[config.mk]
export PLATFORM = sky130hd
export DESIGN_NAME = i2c_register_master_core
export DESIGN_NICKNAME = d
export VERILOG_FILES = /design/src/rtl/i2cm_pkg.sv /design/src/rtl/i2c_register_master_core.sv /design/src/rtl/i2cm_csr.sv /design/src/rtl/i2cm_seq.sv
export VERILOG_INCLUDE_DIRS = /design/src /design/src/rtl
export SDC_FILE = /design/constraint.sdc
export NUM_CORES = 1
export LEC_CHECK = 0
export BUFFER_PORTS_ARGS = -buffer_cell sky130_fd_sc_hd__buf_4
export CAP_MARGIN = 20
export CELL_PAD_IN_SITES_DETAIL_PLACEMENT = 1
export CELL_PAD_IN_SITES_GLOBAL_PLACEMENT = 1
export CORE_ASPECT_RATIO = 0.8
export CORE_MARGIN = 2
export CORE_UTILIZATION = 49
export CTS_CLUSTER_DIAMETER = 100
export CTS_CLUSTER_SIZE = 14
export DETAILED_ROUTE_END_ITERATION = 8
export GPL_ROUTABILITY_DRIVEN = 0
export PLACE_DENSITY = 0.95
export SYNTH_ARGS = -nofsm -noshare
export SYNTH_HDL_FRONTEND = slang
export SYNTH_SLANG_ARGS = --single-unit
export TNS_END_PERCENT = 30
[constraint.sdc]
create_clock -name clock -period 7.8 [get_ports clock]
set_input_delay 1.56 -clock clock [delete_from_list [all_inputs] [get_ports clock]]
set_output_delay 1.56 -clock clock [all_outputs]
set_load 0.02 [all_outputs]
[src/rtl/i2c_register_master_core_defines.svh]
// Assertion macros for the I2C register master
`ifndef I2C_REGISTER_MASTER_CORE_DEFINES_SVH
`define I2C_REGISTER_MASTER_CORE_DEFINES_SVH
`ifndef NO_ASSERTIONS
`define I2CM_ASSERT_IMPL(label, clk, rst, ante, cons) \
   label: assert property (@(posedge clk) disable iff (rst) (ante) |-> (cons)) \
      else $error("assertion failed");
`define I2CM_ASSERT_NEXT(label, clk, rst, ante, cons) \
   label: assert property (@(posedge clk) disable iff (rst) (ante) |=> (cons)) \
      else $error("assertion failed");
`else
`define I2CM_ASSERT_IMPL(label, clk, rst, ante, cons)
`define I2CM_ASSERT_NEXT(label, clk, rst, ante, cons)
`endif
`endif

[src/rtl/i2cm_pkg.sv]
package i2cm_pkg;

   localparam logic [2:0] OP_TICK  = 3'd0;
   localparam logic [2:0] OP_WRITE = 3'd1;
   localparam logic [2:0] OP_DATA  = 3'd2;
   localparam logic [2:0] OP_READ  = 3'd3;
   localparam logic [2:0] OP_BIT   = 3'd4;
   localparam logic [2:0] OP_FIELD = 3'd5;

   localparam logic [2:0] ST_OK       = 3'd0;
   localparam logic [2:0] ST_TIMEOUT  = 3'd1;
   localparam logic [2:0] ST_BUS_BUSY = 3'd2;
   localparam logic [2:0] ST_START    = 3'd3;
   localparam logic [2:0] ST_BAD_REQ  = 3'd4;

   localparam logic CSR_ACK_TIMEOUT = 1'b0;
   localparam logic CSR_PHASE_TICKS = 1'b1;

   localparam logic [7:0] ACK_TIMEOUT_RESET = 8'd50;
   localparam logic [7:0] PHASE_TICKS_RESET = 8'd1;

   typedef enum logic [20:0] {
      PH_IDLE   = 21'h000001,
      PH_ST_A   = 21'h000002,
      PH_ST_B   = 21'h000004,
      PH_ST_C   = 21'h000008,
      PH_ST_D   = 21'h000010,
      PH_W_SET  = 21'h000020,
      PH_W_HIGH = 21'h000040,
      PH_A_REL  = 21'h000080,
      PH_A_HIGH = 21'h000100,
      PH_A_POLL = 21'h000200,
      PH_R_HIGH = 21'h000400,
      PH_R_FALL = 21'h000800,
      PH_M_SET  = 21'h001000,
      PH_M_HIGH = 21'h002000,
      PH_M_LOW  = 21'h004000,
      PH_P_0    = 21'h008000,
      PH_P_1    = 21'h010000,
      PH_P_2    = 21'h020000,
      PH_P_3    = 21'h040000,
      PH_D_WAIT = 21'h080000,
      PH_R_REL  = 21'h100000
   } phase_type;

   typedef enum logic [2:0] {
      EL_START, EL_ADDRW, EL_REG, EL_RESTART, EL_ADDRR, EL_READ, EL_DATA, EL_STOP
   } element_type;

   typedef enum logic [1:0] {
      KIND_WRITE, KIND_READ, KIND_BIT, KIND_FIELD
   } kind_type;

   typedef struct packed {
      logic [2:0] op;
      logic [7:0] dev_addr;
      logic [7:0] reg_addr;
      logic [7:0] data;
      logic [2:0] bit_start;
      logic [3:0] field_len;
      logic [7:0] count;
      logic       sda_in;
   } req_type;

   typedef struct packed {
      logic       scl;
      logic       sda_out;
      logic       sda_drive;
      logic       busy_res;
      logic       need_data;
      logic [7:0] read_data;
      logic       read_valid;
      logic       last;
      logic       done_res;
      logic [2:0] status;
   } rsp_type;

   typedef struct packed {
      logic [7:0] ack_timeout;
      logic [7:0] phase_ticks;
   } csr_type;

   // new register byte for the bit and field commands
   function automatic logic [7:0] modify_byte(input kind_type k, input logic [7:0] got,
                                              input logic [7:0] dat, input logic [2:0] bs,
                                              input logic [3:0] len);
      logic [7:0] m;
      logic [7:0] ones;
      logic [2:0] low;
      m    = 8'd1 << bs;
      ones = 8'((9'd1 << len) - 9'd1);
      low  = 3'(4'(bs) + 4'd1 - len);
      if (k == KIND_BIT) begin
         modify_byte = (dat != 8'd0) ? (got | m) : (got & ~m);
      end else begin
         modify_byte = (got & ~(ones << low)) | ((dat & ones) << low);
      end
   endfunction

endpackage

[src/rtl/i2c_register_master_core.sv]
// I2C register master driven by tick transactions. Every request transaction yields one
// response transaction; a transaction is taken each clock cycle unless req_stall is high,
// and its response is in the output register in the next cycle, so the sustained rate is
// one per cycle while the receiver does not stall. The bus moves only on ticks: each SCL
// half-phase lasts phase_ticks ticks, each step set by the sequencer's combinational logic.
`include "i2c_register_master_core_defines.svh"
module i2c_register_master_core import i2cm_pkg::*; (
   input  logic       clock,
   input  logic       reset,
   input  logic       req_valid,
   output logic       req_stall,
   input  logic [2:0] req_op,
   input  logic [7:0] req_dev_addr,
   input  logic [7:0] req_reg_addr,
   input  logic [7:0] req_data,
   input  logic [2:0] req_bit_start,
   input  logic [3:0] req_field_len,
   input  logic [7:0] req_count,
   input  logic       req_sda_in,
   output logic       rsp_valid,
   input  logic       rsp_stall,
   output logic       rsp_scl,
   output logic       rsp_sda_out,
   output logic       rsp_sda_drive,
   output logic       rsp_busy_res,
   output logic       rsp_need_data,
   output logic [7:0] rsp_read_data,
   output logic       rsp_read_valid,
   output logic       rsp_last,
   output logic       rsp_done_res,
   output logic [2:0] rsp_status,
   input  logic       csr_write,
   input  logic       csr_index,
   input  logic [7:0] csr_wdata
);

   csr_type csr;
   req_type req;
   rsp_type rsp_next;
   rsp_type rsp_ff, rsp_in;
   logic    rsp_valid_ff, rsp_valid_in;
   logic    step;
   logic    idle;

   assign req = '{op: req_op, dev_addr: req_dev_addr, reg_addr: req_reg_addr,
                  data: req_data, bit_start: req_bit_start, field_len: req_field_len,
                  count: req_count, sda_in: req_sda_in};

   // full output register only holds off input while it is itself stalled
   assign req_stall = rsp_valid_ff && rsp_stall;
   assign step      = req_valid && !req_stall;

   i2cm_csr u_csr (
      .clock, .reset, .csr_write, .csr_index, .csr_wdata, .csr
   );

   i2cm_seq u_seq (
      .clock, .reset, .step, .req, .csr, .rsp(rsp_next), .idle
   );

   always_comb begin
      rsp_in       = rsp_ff;
      rsp_valid_in = rsp_valid_ff && rsp_stall;
      if (step) begin
         rsp_in       = rsp_next;
         rsp_valid_in = 1'b1;
      end
   end

   always_ff @(posedge clock) begin
      if (reset) begin
         rsp_valid_ff <= 1'b0;
      end else begin
         rsp_valid_ff <= rsp_valid_in;
      end
   end

   always_ff @(posedge clock) begin
      rsp_ff <= rsp_in;
   end

   assign rsp_valid      = rsp_valid_ff;
   assign rsp_scl        = rsp_ff.scl;
   assign rsp_sda_out    = rsp_ff.sda_out;
   assign rsp_sda_drive  = rsp_ff.sda_drive;
   assign rsp_busy_res   = rsp_ff.busy_res;
   assign rsp_need_data  = rsp_ff.need_data;
   assign rsp_read_data  = rsp_ff.read_data;
   assign rsp_read_valid = rsp_ff.read_valid;
   assign rsp_last       = rsp_ff.last;
   assign rsp_done_res   = rsp_ff.done_res;
   assign rsp_status     = rsp_ff.status;

   `I2CM_ASSERT_NEXT(a_stall_holds, clock, reset, rsp_valid && rsp_stall, rsp_valid)
   `I2CM_ASSERT_IMPL(a_status_only_done, clock, reset,
                     rsp_valid && !rsp_done_res, rsp_status == ST_OK)
   `I2CM_ASSERT_IMPL(a_last_only_read, clock, reset,
                     rsp_valid && rsp_last, rsp_read_valid)
   `I2CM_ASSERT_IMPL(a_done_not_busy, clock, reset,
                     rsp_valid && rsp_done_res, !rsp_busy_res && idle)

endmodule

[src/rtl/i2cm_csr.sv]
module i2cm_csr import i2cm_pkg::*; (
   input  logic       clock,
   input  logic       reset,
   input  logic       csr_write,
   input  logic       csr_index,
   input  logic [7:0] csr_wdata,
   output csr_type    csr
);

   csr_type csr_ff, csr_in;

   always_comb begin
      csr_in = csr_ff;
      if (csr_write) begin
         unique case (csr_index)
            CSR_ACK_TIMEOUT: csr_in.ack_timeout = csr_wdata;
            CSR_PHASE_TICKS: csr_in.phase_ticks = csr_wdata;
            default: ;
         endcase
      end
   end

   always_ff @(posedge clock) begin
      if (reset) begin
         csr_ff <= '{ack_timeout: ACK_TIMEOUT_RESET, phase_ticks: PHASE_TICKS_RESET};
      end else begin
         csr_ff <= csr_in;
      end
   end

   assign csr = csr_ff;

endmodule

[src/rtl/i2cm_seq.sv]
module i2cm_seq import i2cm_pkg::*; (
   input  logic    clock,
   input  logic    reset,
   input  logic    step,
   input  req_type req,
   input  csr_type csr,
   output rsp_type rsp,
   output logic    idle
);

   phase_type   phase_ff, phase_in;
   element_type element_ff, element_in;
   kind_type    kind_ff, kind_in;
   logic [3:0]  bit_index_ff, bit_index_in;
   logic [7:0]  bytes_left_ff, bytes_left_in;
   logic [7:0]  shift_ff, shift_in;
   logic [7:0]  wait_ff, wait_in;
   logic [7:0]  polls_ff, polls_in;
   logic [7:0]  dev_ff, dev_in, reg_ff, reg_in, data_ff, data_in;
   logic [2:0]  bs_ff, bs_in;
   logic [3:0]  fl_ff, fl_in;
   logic        pend_v_ff, pend_v_in;
   logic [7:0]  pend_ff, pend_in;
   logic        scl_ff, scl_in, sda_ff, sda_in_n, drv_ff, drv_in;
   logic        second_ff, second_in;
   logic [2:0]  run_st_ff, run_st_in;
   logic [7:0]  got_ff, got_in;
   logic        busy;
   logic        hold;
   logic [7:0]  pt;
   logic [7:0]  rd_shift;
   logic [3:0]  rd_idx;
   logic [2:0]  bs_req;

   assign busy = (phase_ff != PH_IDLE);
   assign idle = !busy;
   assign pt   = (csr.phase_ticks == 8'd0) ? 8'd1 : csr.phase_ticks;
   assign rd_shift = {shift_ff[6:0], req.sda_in};
   assign rd_idx   = bit_index_ff + 4'd1;
   assign bs_req   = req.bit_start;

   always_comb begin
      phase_in = phase_ff; element_in = element_ff; kind_in = kind_ff;
      bit_index_in = bit_index_ff; bytes_left_in = bytes_left_ff; shift_in = shift_ff;
      wait_in = wait_ff; polls_in = polls_ff;
      dev_in = dev_ff; reg_in = reg_ff; data_in = data_ff; bs_in = bs_ff; fl_in = fl_ff;
      pend_v_in = pend_v_ff; pend_in = pend_ff;
      scl_in = scl_ff; sda_in_n = sda_ff; drv_in = drv_ff;
      second_in = second_ff; run_st_in = run_st_ff; got_in = got_ff;
      hold = 1'b1;
      rsp = '0;

      if (step) begin
         if (req.op == OP_TICK) begin
            if (busy) begin
               if (wait_ff != 8'd0) begin
                  wait_in = wait_ff - 8'd1;
               end else begin
                  unique case (phase_ff)
                     PH_ST_A: begin
                        drv_in = 1'b1; sda_in_n = 1'b1; phase_in = PH_ST_B;
                     end
                     PH_ST_B: begin
                        if (!req.sda_in) begin
                           rsp.done_res = 1'b1; rsp.status = ST_BUS_BUSY;
                           phase_in = PH_IDLE; pend_v_in = 1'b0; hold = 1'b0;
                        end else begin
                           scl_in = 1'b1; phase_in = PH_ST_C;
                        end
                     end
                     PH_ST_C: begin
                        sda_in_n = 1'b0; phase_in = PH_ST_D;
                     end
                     PH_ST_D: begin
                        bit_index_in = 4'd0;
                        if (req.sda_in) begin
                           run_st_in = ST_START; element_in = EL_STOP; phase_in = PH_P_0;
                        end else begin
                           scl_in = 1'b0; phase_in = PH_W_SET;
                           if (element_ff == EL_START) begin
                              element_in = EL_ADDRW; shift_in = {dev_ff[7:1], 1'b0};
                           end else begin
                              element_in = EL_ADDRR; shift_in = {dev_ff[7:1], 1'b1};
                           end
                        end
                     end
                     PH_W_SET: begin
                        scl_in = 1'b0; drv_in = 1'b1; sda_in_n = shift_ff[7];
                        shift_in = {shift_ff[6:0], 1'b0}; phase_in = PH_W_HIGH;
                     end
                     PH_W_HIGH: begin
                        scl_in = 1'b1; bit_index_in = rd_idx;
                        phase_in = (rd_idx >= 4'd8) ? PH_A_REL : PH_W_SET;
                     end
                     PH_A_REL: begin
                        scl_in = 1'b0; drv_in = 1'b0; sda_in_n = 1'b1; phase_in = PH_A_HIGH;
                     end
                     PH_A_HIGH: begin
                        scl_in = 1'b1; polls_in = 8'd0; phase_in = PH_A_POLL;
                     end
                     PH_A_POLL: begin
                        if (!req.sda_in) begin
                           scl_in = 1'b0; bit_index_in = 4'd0;
                           priority case (element_ff)
                              EL_ADDRW: begin
                                 element_in = EL_REG; shift_in = reg_ff; phase_in = PH_W_SET;
                              end
                              EL_REG: begin
                                 if (kind_ff == KIND_WRITE || second_ff) begin
                                    element_in = EL_DATA;
                                    if (kind_ff == KIND_WRITE) begin
                                       phase_in = PH_D_WAIT;
                                    end else begin
                                       shift_in = modify_byte(kind_ff, got_ff, data_ff,
                                                              bs_ff, fl_ff);
                                       phase_in = PH_W_SET;
                                    end
                                 end else begin
                                    element_in = EL_RESTART; phase_in = PH_ST_A;
                                 end
                              end
                              EL_ADDRR: begin
                                 element_in = EL_READ; shift_in = 8'd0; phase_in = PH_R_REL;
                              end
                              default: begin
                                 if (kind_ff == KIND_WRITE && bytes_left_ff != 8'd0) begin
                                    element_in = EL_DATA; phase_in = PH_D_WAIT;
                                 end else begin
                                    element_in = EL_STOP; phase_in = PH_P_0;
                                 end
                              end
                           endcase
                        end else if (polls_ff >= csr.ack_timeout) begin
                           run_st_in = ST_TIMEOUT; element_in = EL_STOP;
                           bit_index_in = 4'd0; phase_in = PH_P_0;
                        end else begin
                           polls_in = polls_ff + 8'd1; hold = 1'b0;
                        end
                     end
                     PH_D_WAIT: begin
                        if (!pend_v_ff) begin
                           hold = 1'b0;
                        end else begin
                           pend_v_in = 1'b0;
                           if (bytes_left_ff != 8'd0) bytes_left_in = bytes_left_ff - 8'd1;
                           bit_index_in = 4'd0;
                           scl_in = 1'b0; drv_in = 1'b1; sda_in_n = pend_ff[7];
                           shift_in = {pend_ff[6:0], 1'b0}; phase_in = PH_W_HIGH;
                        end
                     end
                     PH_R_REL: begin
                        scl_in = 1'b0; drv_in = 1'b0; sda_in_n = 1'b1; phase_in = PH_R_HIGH;
                     end
                     PH_R_HIGH: begin
                        scl_in = 1'b1; phase_in = PH_R_FALL;
                     end
                     PH_R_FALL: begin
                        shift_in = rd_shift; bit_index_in = rd_idx; scl_in = 1'b0;
                        if (rd_idx >= 4'd8) begin
                           got_in = rd_shift;
                           if (kind_ff == KIND_READ) begin
                              rsp.read_valid = 1'b1; rsp.read_data = rd_shift;
                              rsp.last = (bytes_left_ff <= 8'd1);
                           end
                           phase_in = PH_M_SET;
                        end else begin
                           phase_in = PH_R_HIGH;
                        end
                     end
                     PH_M_SET: begin
                        drv_in = 1'b1; sda_in_n = !(bytes_left_ff > 8'd1); phase_in = PH_M_HIGH;
                     end
                     PH_M_HIGH: begin
                        scl_in = 1'b1; phase_in = PH_M_LOW;
                     end
                     PH_M_LOW: begin
                        scl_in = 1'b0;
                        if (bytes_left_ff > 8'd1) begin
                           bytes_left_in = bytes_left_ff - 8'd1;
                           bit_index_in = 4'd0; shift_in = 8'd0;
                           drv_in = 1'b0; sda_in_n = 1'b1; phase_in = PH_R_HIGH;
                        end else begin
                           bytes_left_in = 8'd0; bit_index_in = 4'd0;
                           element_in = EL_STOP; phase_in = PH_P_0;
                        end
                     end
                     PH_P_0: begin
                        scl_in = 1'b0; drv_in = 1'b1; sda_in_n = 1'b0; phase_in = PH_P_1;
                     end
                     PH_P_1: begin
                        scl_in = 1'b1; phase_in = PH_P_2;
                     end
                     PH_P_2: begin
                        sda_in_n = 1'b1; phase_in = PH_P_3;
                     end
                     PH_P_3: begin
                        if (run_st_ff != ST_OK || kind_ff == KIND_WRITE ||
                            kind_ff == KIND_READ || second_ff) begin
                           rsp.done_res = 1'b1; rsp.status = run_st_ff;
                           phase_in = PH_IDLE; pend_v_in = 1'b0; hold = 1'b0;
                        end else begin
                           second_in = 1'b1; element_in = EL_START;
                           bit_index_in = 4'd0; phase_in = PH_ST_A;
                        end
                     end
                     default: begin
                        phase_in = PH_IDLE; hold = 1'b0;
                     end
                  endcase
                  wait_in = hold ? pt - 8'd1 : 8'd0;
               end
            end
         end else if (req.op == OP_DATA) begin
            if (busy && kind_ff == KIND_WRITE && bytes_left_ff != 8'd0 && !pend_v_ff) begin
               pend_v_in = 1'b1; pend_in = req.data;
            end
         end else if (!busy && req.op <= OP_FIELD) begin
            if (((req.op == OP_WRITE || req.op == OP_READ) && req.count == 8'd0) ||
                (req.op == OP_FIELD && (req.field_len == 4'd0 || req.field_len > 4'd8 ||
                 req.field_len > 4'(bs_req) + 4'd1))) begin
               rsp.done_res = 1'b1; rsp.status = ST_BAD_REQ;
               pend_v_in = 1'b0; wait_in = 8'd0;
            end else begin
               dev_in = req.dev_addr; reg_in = req.reg_addr; data_in = req.data;
               bs_in = req.bit_start; fl_in = req.field_len;
               unique case (req.op)
                  OP_WRITE: kind_in = KIND_WRITE;
                  OP_READ:  kind_in = KIND_READ;
                  OP_BIT:   kind_in = KIND_BIT;
                  default:  kind_in = KIND_FIELD;
               endcase
               second_in = 1'b0; run_st_in = ST_OK; pend_v_in = 1'b0;
               wait_in = 8'd0; polls_in = 8'd0;
               bytes_left_in = (req.op == OP_WRITE || req.op == OP_READ) ? req.count : 8'd1;
               element_in = EL_START; bit_index_in = 4'd0; phase_in = PH_ST_A;
            end
         end
      end

      rsp.scl = scl_in; rsp.sda_out = sda_in_n; rsp.sda_drive = drv_in;
      rsp.busy_res = (phase_in != PH_IDLE);
      rsp.need_data = (phase_in != PH_IDLE) && kind_in == KIND_WRITE &&
                      bytes_left_in != 8'd0 && !pend_v_in;
   end

   always_ff @(posedge clock) begin
      if (reset) begin
         phase_ff <= PH_IDLE; element_ff <= EL_START; kind_ff <= KIND_WRITE;
         bit_index_ff <= '0; bytes_left_ff <= '0; shift_ff <= '0;
         wait_ff <= '0; polls_ff <= '0; pend_v_ff <= 1'b0;
         scl_ff <= 1'b1; sda_ff <= 1'b1; drv_ff <= 1'b1;
         second_ff <= 1'b0; run_st_ff <= ST_OK; got_ff <= '0;
         dev_ff <= '0; reg_ff <= '0; data_ff <= '0; bs_ff <= '0; fl_ff <= '0;
      end else begin
         phase_ff <= phase_in; element_ff <= element_in; kind_ff <= kind_in;
         bit_index_ff <= bit_index_in; bytes_left_ff <= bytes_left_in; shift_ff <= shift_in;
         wait_ff <= wait_in; polls_ff <= polls_in; pend_v_ff <= pend_v_in;
         scl_ff <= scl_in; sda_ff <= sda_in_n; drv_ff <= drv_in;
         second_ff <= second_in; run_st_ff <= run_st_in; got_ff <= got_in;
         dev_ff <= dev_in; reg_ff <= reg_in; data_ff <= data_in; bs_ff <= bs_in; fl_ff <= fl_in;
      end
   end

   always_ff @(posedge clock) begin
      pend_ff <= pend_in;
   end

endmodule

Word-level counts from Yosys, hierarchy flattened. Index checks and enable logic that the tools add are counted.

Bits of input ports: 57. Output and inout bits: 21. Logic and storage cells: 351. Register bits after elaboration: 153.

Order comparisons: 7. Mux-type cells: 161. Shift-type cells: 4. Bitwise logic cells: 16. Eq/ne operators: 57. Reduce and logical (&&, ||, !) cells: 63. Add/subtract/negate cells: 9.

Operators by type and width (count): $pmux W21 S20 (1); $mux W8 (35); $mux W21 (10); $mux W4 (19); $pmux W21 S3 (1); $mux W20 (3); $mux W3 (19); $mux W1 (48); $pmux W8 S6 (1); $ne A21 B1 Y1 const B (2); $mux W16 (2); $pmux W8 S2 (2); $reduce_bool A8 Y1 (4); $sub A8 B1 Y8 const B (4); $reduce_and A10 Y1 (3); $ne A3 B3 Y1 const B (9); $and A8 B8 Y8 (3); $pmux W8 S3 (1); $eq A21 B10 Y1 const B (1); $eq A21 B11 Y1 const B (1); $eq A21 B12 Y1 const B (1); $eq A21 B13 Y1 const B (1); $eq A21 B14 Y1 const B (1); $eq A21 B15 Y1 const B (1); 77 further kinds (144).

Logic depth before layout (Yosys ltp).
Depth in word-level cells: 14. Depth in mapped cells: 14. Depth with buffers taken out: 13.

Cells and area by module. From an unflattened synthesis, not the netlist that was laid out.

Cell total of the unflattened synthesis: 1218. Area total of the unflattened synthesis: 9614.2 sq um.

Modules (own cells, without submodules): i2cm_seq (cells each 1128, area an instance 8309.2 sq um, instances 1); i2cm_csr (cells each 66, area an instance 688.2 sq um, instances 1); i2c_register_master_core (cells each 24, area an instance 616.8 sq um, instances 1).

Least setup slack after synthesis. Ideal clock, no wire load.

Kind: input to register. Start: input req_bit_start[0]. End: register rsp_ff (netlist bit rsp_need_data) (data pin). Data required time: 7545 ps. Stages on the path: 12. Setup slack: 3246 ps. Buffers on the path: 0. Data arrival time: 4299 ps. Path through: ha_1 inv_1 ha_1 nor2b_1 o211ai_1 a21oi_1 nor3b_1 nand4_4 a211oi_2 or3b_1 or4_1 and3_1.

RTL lines: start, declared (RTL line i2c_register_master_core.sv:16) `input logic [2:0] req_bit_start,`; end signal, assigned (RTL line i2c_register_master_core.sv:79) `rsp_ff <= rsp_in;`; end, declared (RTL line i2c_register_master_core.sv:40) `rsp_type rsp_ff, rsp_in;`.

Worst setup path in the final report.
Start: input req_valid. End: register u_seq.shift_ff[7].

Word-level cells in the longest chain between the ends: 2.

Ends and longest elaborated chain: start, declared (RTL line i2c_register_master_core.sv:10) `input logic req_valid,`; $logic_and A1 B1 Y1 (RTL line i2c_register_master_core.sv:51) `assign step = req_valid && !req_stall;`; $reduce_and A12 Y1 (no line); end signal, assigned (RTL line i2cm_seq.sv:256) `bit_index_ff <= bit_index_in; bytes_left_ff <= bytes_left_in; shift_ff <= shift_in;`; end, declared (RTL line i2cm_seq.sv:16) `logic [7:0] shift_ff, shift_in;`.

No other way between the ends. A chain may end at the register's enable or synchronous reset.

==> flow_summary.ini <==
[die]
core_um2 = 18300
num_io_pins = 78
rows = 44
die_w_um = 158
die-height_um = 127
start_util = 0.506
die-area_um2 = 20000

[cts]
post_cts_buffers = 0
cts_hold_buf = 0
clk_latency_ns = 0.46
tritoncts = done
cts.path.max_buffers = 2
clockRootBuffer = clkbuf_16
clock_sinks = 151
path_clk_slew_ns = 0.07
cts_buffers = 17
cts_resized = 0
h-tree-depth = 4

[timing]
max_freq_ghz = 0.192
tns_ns = 0
slew_viol_final = 0
setup_viol = 0
hold_viol = 0
fin_worst_skew_ns = 0.0135
rsz0062_at_grt = false
relSlewSlack = 0.279
worst_slack_ns = 2.60
period_needed_ns = 5.20
fin_crit_sh = 0.667
worstMarginPinSlew_ns = 1.07

[final_layout]
fin_cells = 1498
syn2layout_area_growth_pct = 15.2
num-nets-final = 1313
seqCellArea_um2 = 3290
final_cell_mix = nand2_1 (153), dfxtp_1 (124), nor2_1 (121)
layout_commonest_cell = nand2_1
multiInputGateArea_um2 = 5610
fillers = 2273
diodes = 0
drive_gt1_frac = 0.129

[power]
cellLeakagePower_nw = 3.95
ir_drop_mv = 0.114
p_per_area_nw_per_um2 = 199

[global_route]
grt_usage = 0.357
grt_pass1_wl_um = 56000
grt_max_degree = 92
grt-ovfl-total = 0
grt_pass1_vias = 10100
antenna_found_initial = 0

[synthesis]
async_reset_ff_frac = 0
yosysSeqAreaShare = 0.355
synth_cells = 1190
synth_cell_types = 84
syn_avg_cell_area_um2 = 7.79
yosysWarnings = 0
synth-seq-cells = 151
syn_area_um2 = 9270
synth-edff-count = 27
synth_top_flop_cell = dfxtp_1
synth.net_count = 1271

[critical_path]
critPathMaxFanout = 34
cp-start-kind = primary input
critPathMaxStageDelay_ns = 0.68
end_kind = flip-flop
crit_path_frequent_cell = buf_4
critical_path.cell_chain = buf_4 -> a21boi_4 -> buf_4 -> nand2_1 -> a21oi_1 -> nand2_1 -> a211o_1 -> a211oi_2 -> buf_4 -> nor2_1 -> nor4_1
arrival_ns = 5.53
critPathKind = in -> reg
cp_slowest_cell = a21oi_1
cp.required_ns = 8.13

[outcome]
outcome = completed

[placed_design]
hpwl_um = 23300
placedCellCount = 1465
io_buffers = 76
pre_cts_slack_ns = 2.30

[detailed_routing]
drc_errors = 0
drtAntennaViolNets = 0
dr.pass1.iters = 7
drt_iter0_markers = 1388
wire_per_inst_um = 23.8
vias_per_cell = 6.79
vias = 10200
wirelength_um = 35600

[min_path]
hp-class = reg -> reg

[job]
max-cap-violations = 0
## cells by family after synthesis
group           after synthesis  synth area share
fa+ha+maj                    24            0.0324
simple gates                577             0.322
buf+inv                      98            0.0417
compound gates              301             0.208
mux                          19            0.0224
xor+xnor                     20            0.0189
flops                       151             0.355
## through the flow
stage | power, W | cell area, um^2 | util | hold slack (ns)
2_1_floorplan | 0.00107 | 9270 | - | 0.427
3_3_place_gp | 0.00117 | 10000 | 0.545 | 0.444
3_5_place_dp | 0.00119 | 10000 | 0.547 | 0.447
4_1_cts | 0.00211 | 10700 | 0.582 | 0.464
5_1_grt | 0.00218 | 10700 | 0.583 | 0.481
6_report | 0.00212 | 10700 | 0.583 | 0.466
## final cells by class
cell class | instances | area share
clock buffers | 17 | 0.0398
clock inverters | 15 | 0.0211
inverters | 31 | 0.0109
multi-input cells | 941 | 0.525
flip-flops and latches | 151 | 0.308
well taps | 253 | 0.0296
repair buffers | 90 | 0.0651
## synth_stat cells, types with 17 or more instances
library cell,count,area share
a21oi_1,110,0.059
a31oi_1,17,0.011
clkbuf_1,55,0.022
dfxtp_1,124,0.27
edfxtp_1,27,0.087
ha_1,24,0.032
inv_1,31,0.013
nand2_1,153,0.062
nand2b_1,23,0.016
nand3_1,53,0.029
nand4_1,18,0.012
nor2_1,121,0.049
nor3_1,51,0.028
nor4_1,25,0.017
o21ai_0,57,0.031
or3_1,19,0.013
## routing by layer
metal	part of all wire	vias to the layer above	wire [um]	global-route usage
met5	0	-	0	0
met4	0.037	0	1320	0.135
met3	0.11	162	3920	0.0929
met2	0.44	628	15600	0.548
met1	0.42	4912	14800	0.483
li1	-	4474	-	-
## registers in the layout, indices dropped and copies added (netlist names), 3 cells and up
name and count:
u_seq.bs_ff 3, u_seq.phase_ff 21, u_seq.data_ff 8, u_seq.bytes_left_ff 8
u_seq.element_ff 3, u_seq.bit_index_ff 4, u_csr.csr 16, u_seq.fl_ff 4
u_seq.wait_ff 8, u_seq.dev_ff 7, u_seq.polls_ff 8, u_seq.got_ff 8
rsp_status 3, u_seq.reg_ff 8, rsp_read_data 8, u_seq.pend_ff 8
u_seq.shift_ff 8
## worst paths after layout
check / depth (start not counted) / slack (ns) / to / startpoint
worst max register to register: 9 / 2.93 / rsp_need_data$_DFFE_PP_ / u_seq.phase_ff[12]$_SDFF_PP0_
worst max-delay path: 11 / 2.60 / u_seq.shift_ff[7]$_SDFFE_PP0P_ / req_valid
worst min register to register: 2 / 0.47 / u_seq.dev_ff[3]$_SDFFE_PP0P_ / u_seq.dev_ff[3]$_SDFFE_PP0P_
worst min-delay path: 2 / 0.47 / u_seq.dev_ff[3]$_SDFFE_PP0P_ / u_seq.dev_ff[3]$_SDFFE_PP0P_
## worst max-delay path: cells and delay by family
kind	cells	cell delay, ns
buf+inv	3	0.84
compound gates	4	1.83
simple gates	4	1.27
## power breakdown
group          total, W  switching (W)  internal (W)  leakage, nW
Clock          0.000938       0.000412      0.000525        0.320
Sequential     0.000848      0.0000309      0.000817         1.26
Combinational  0.000339       0.000219      0.000120         2.38
Total           0.00212       0.000662       0.00146         3.95
(Power assumes the default switching activity.)
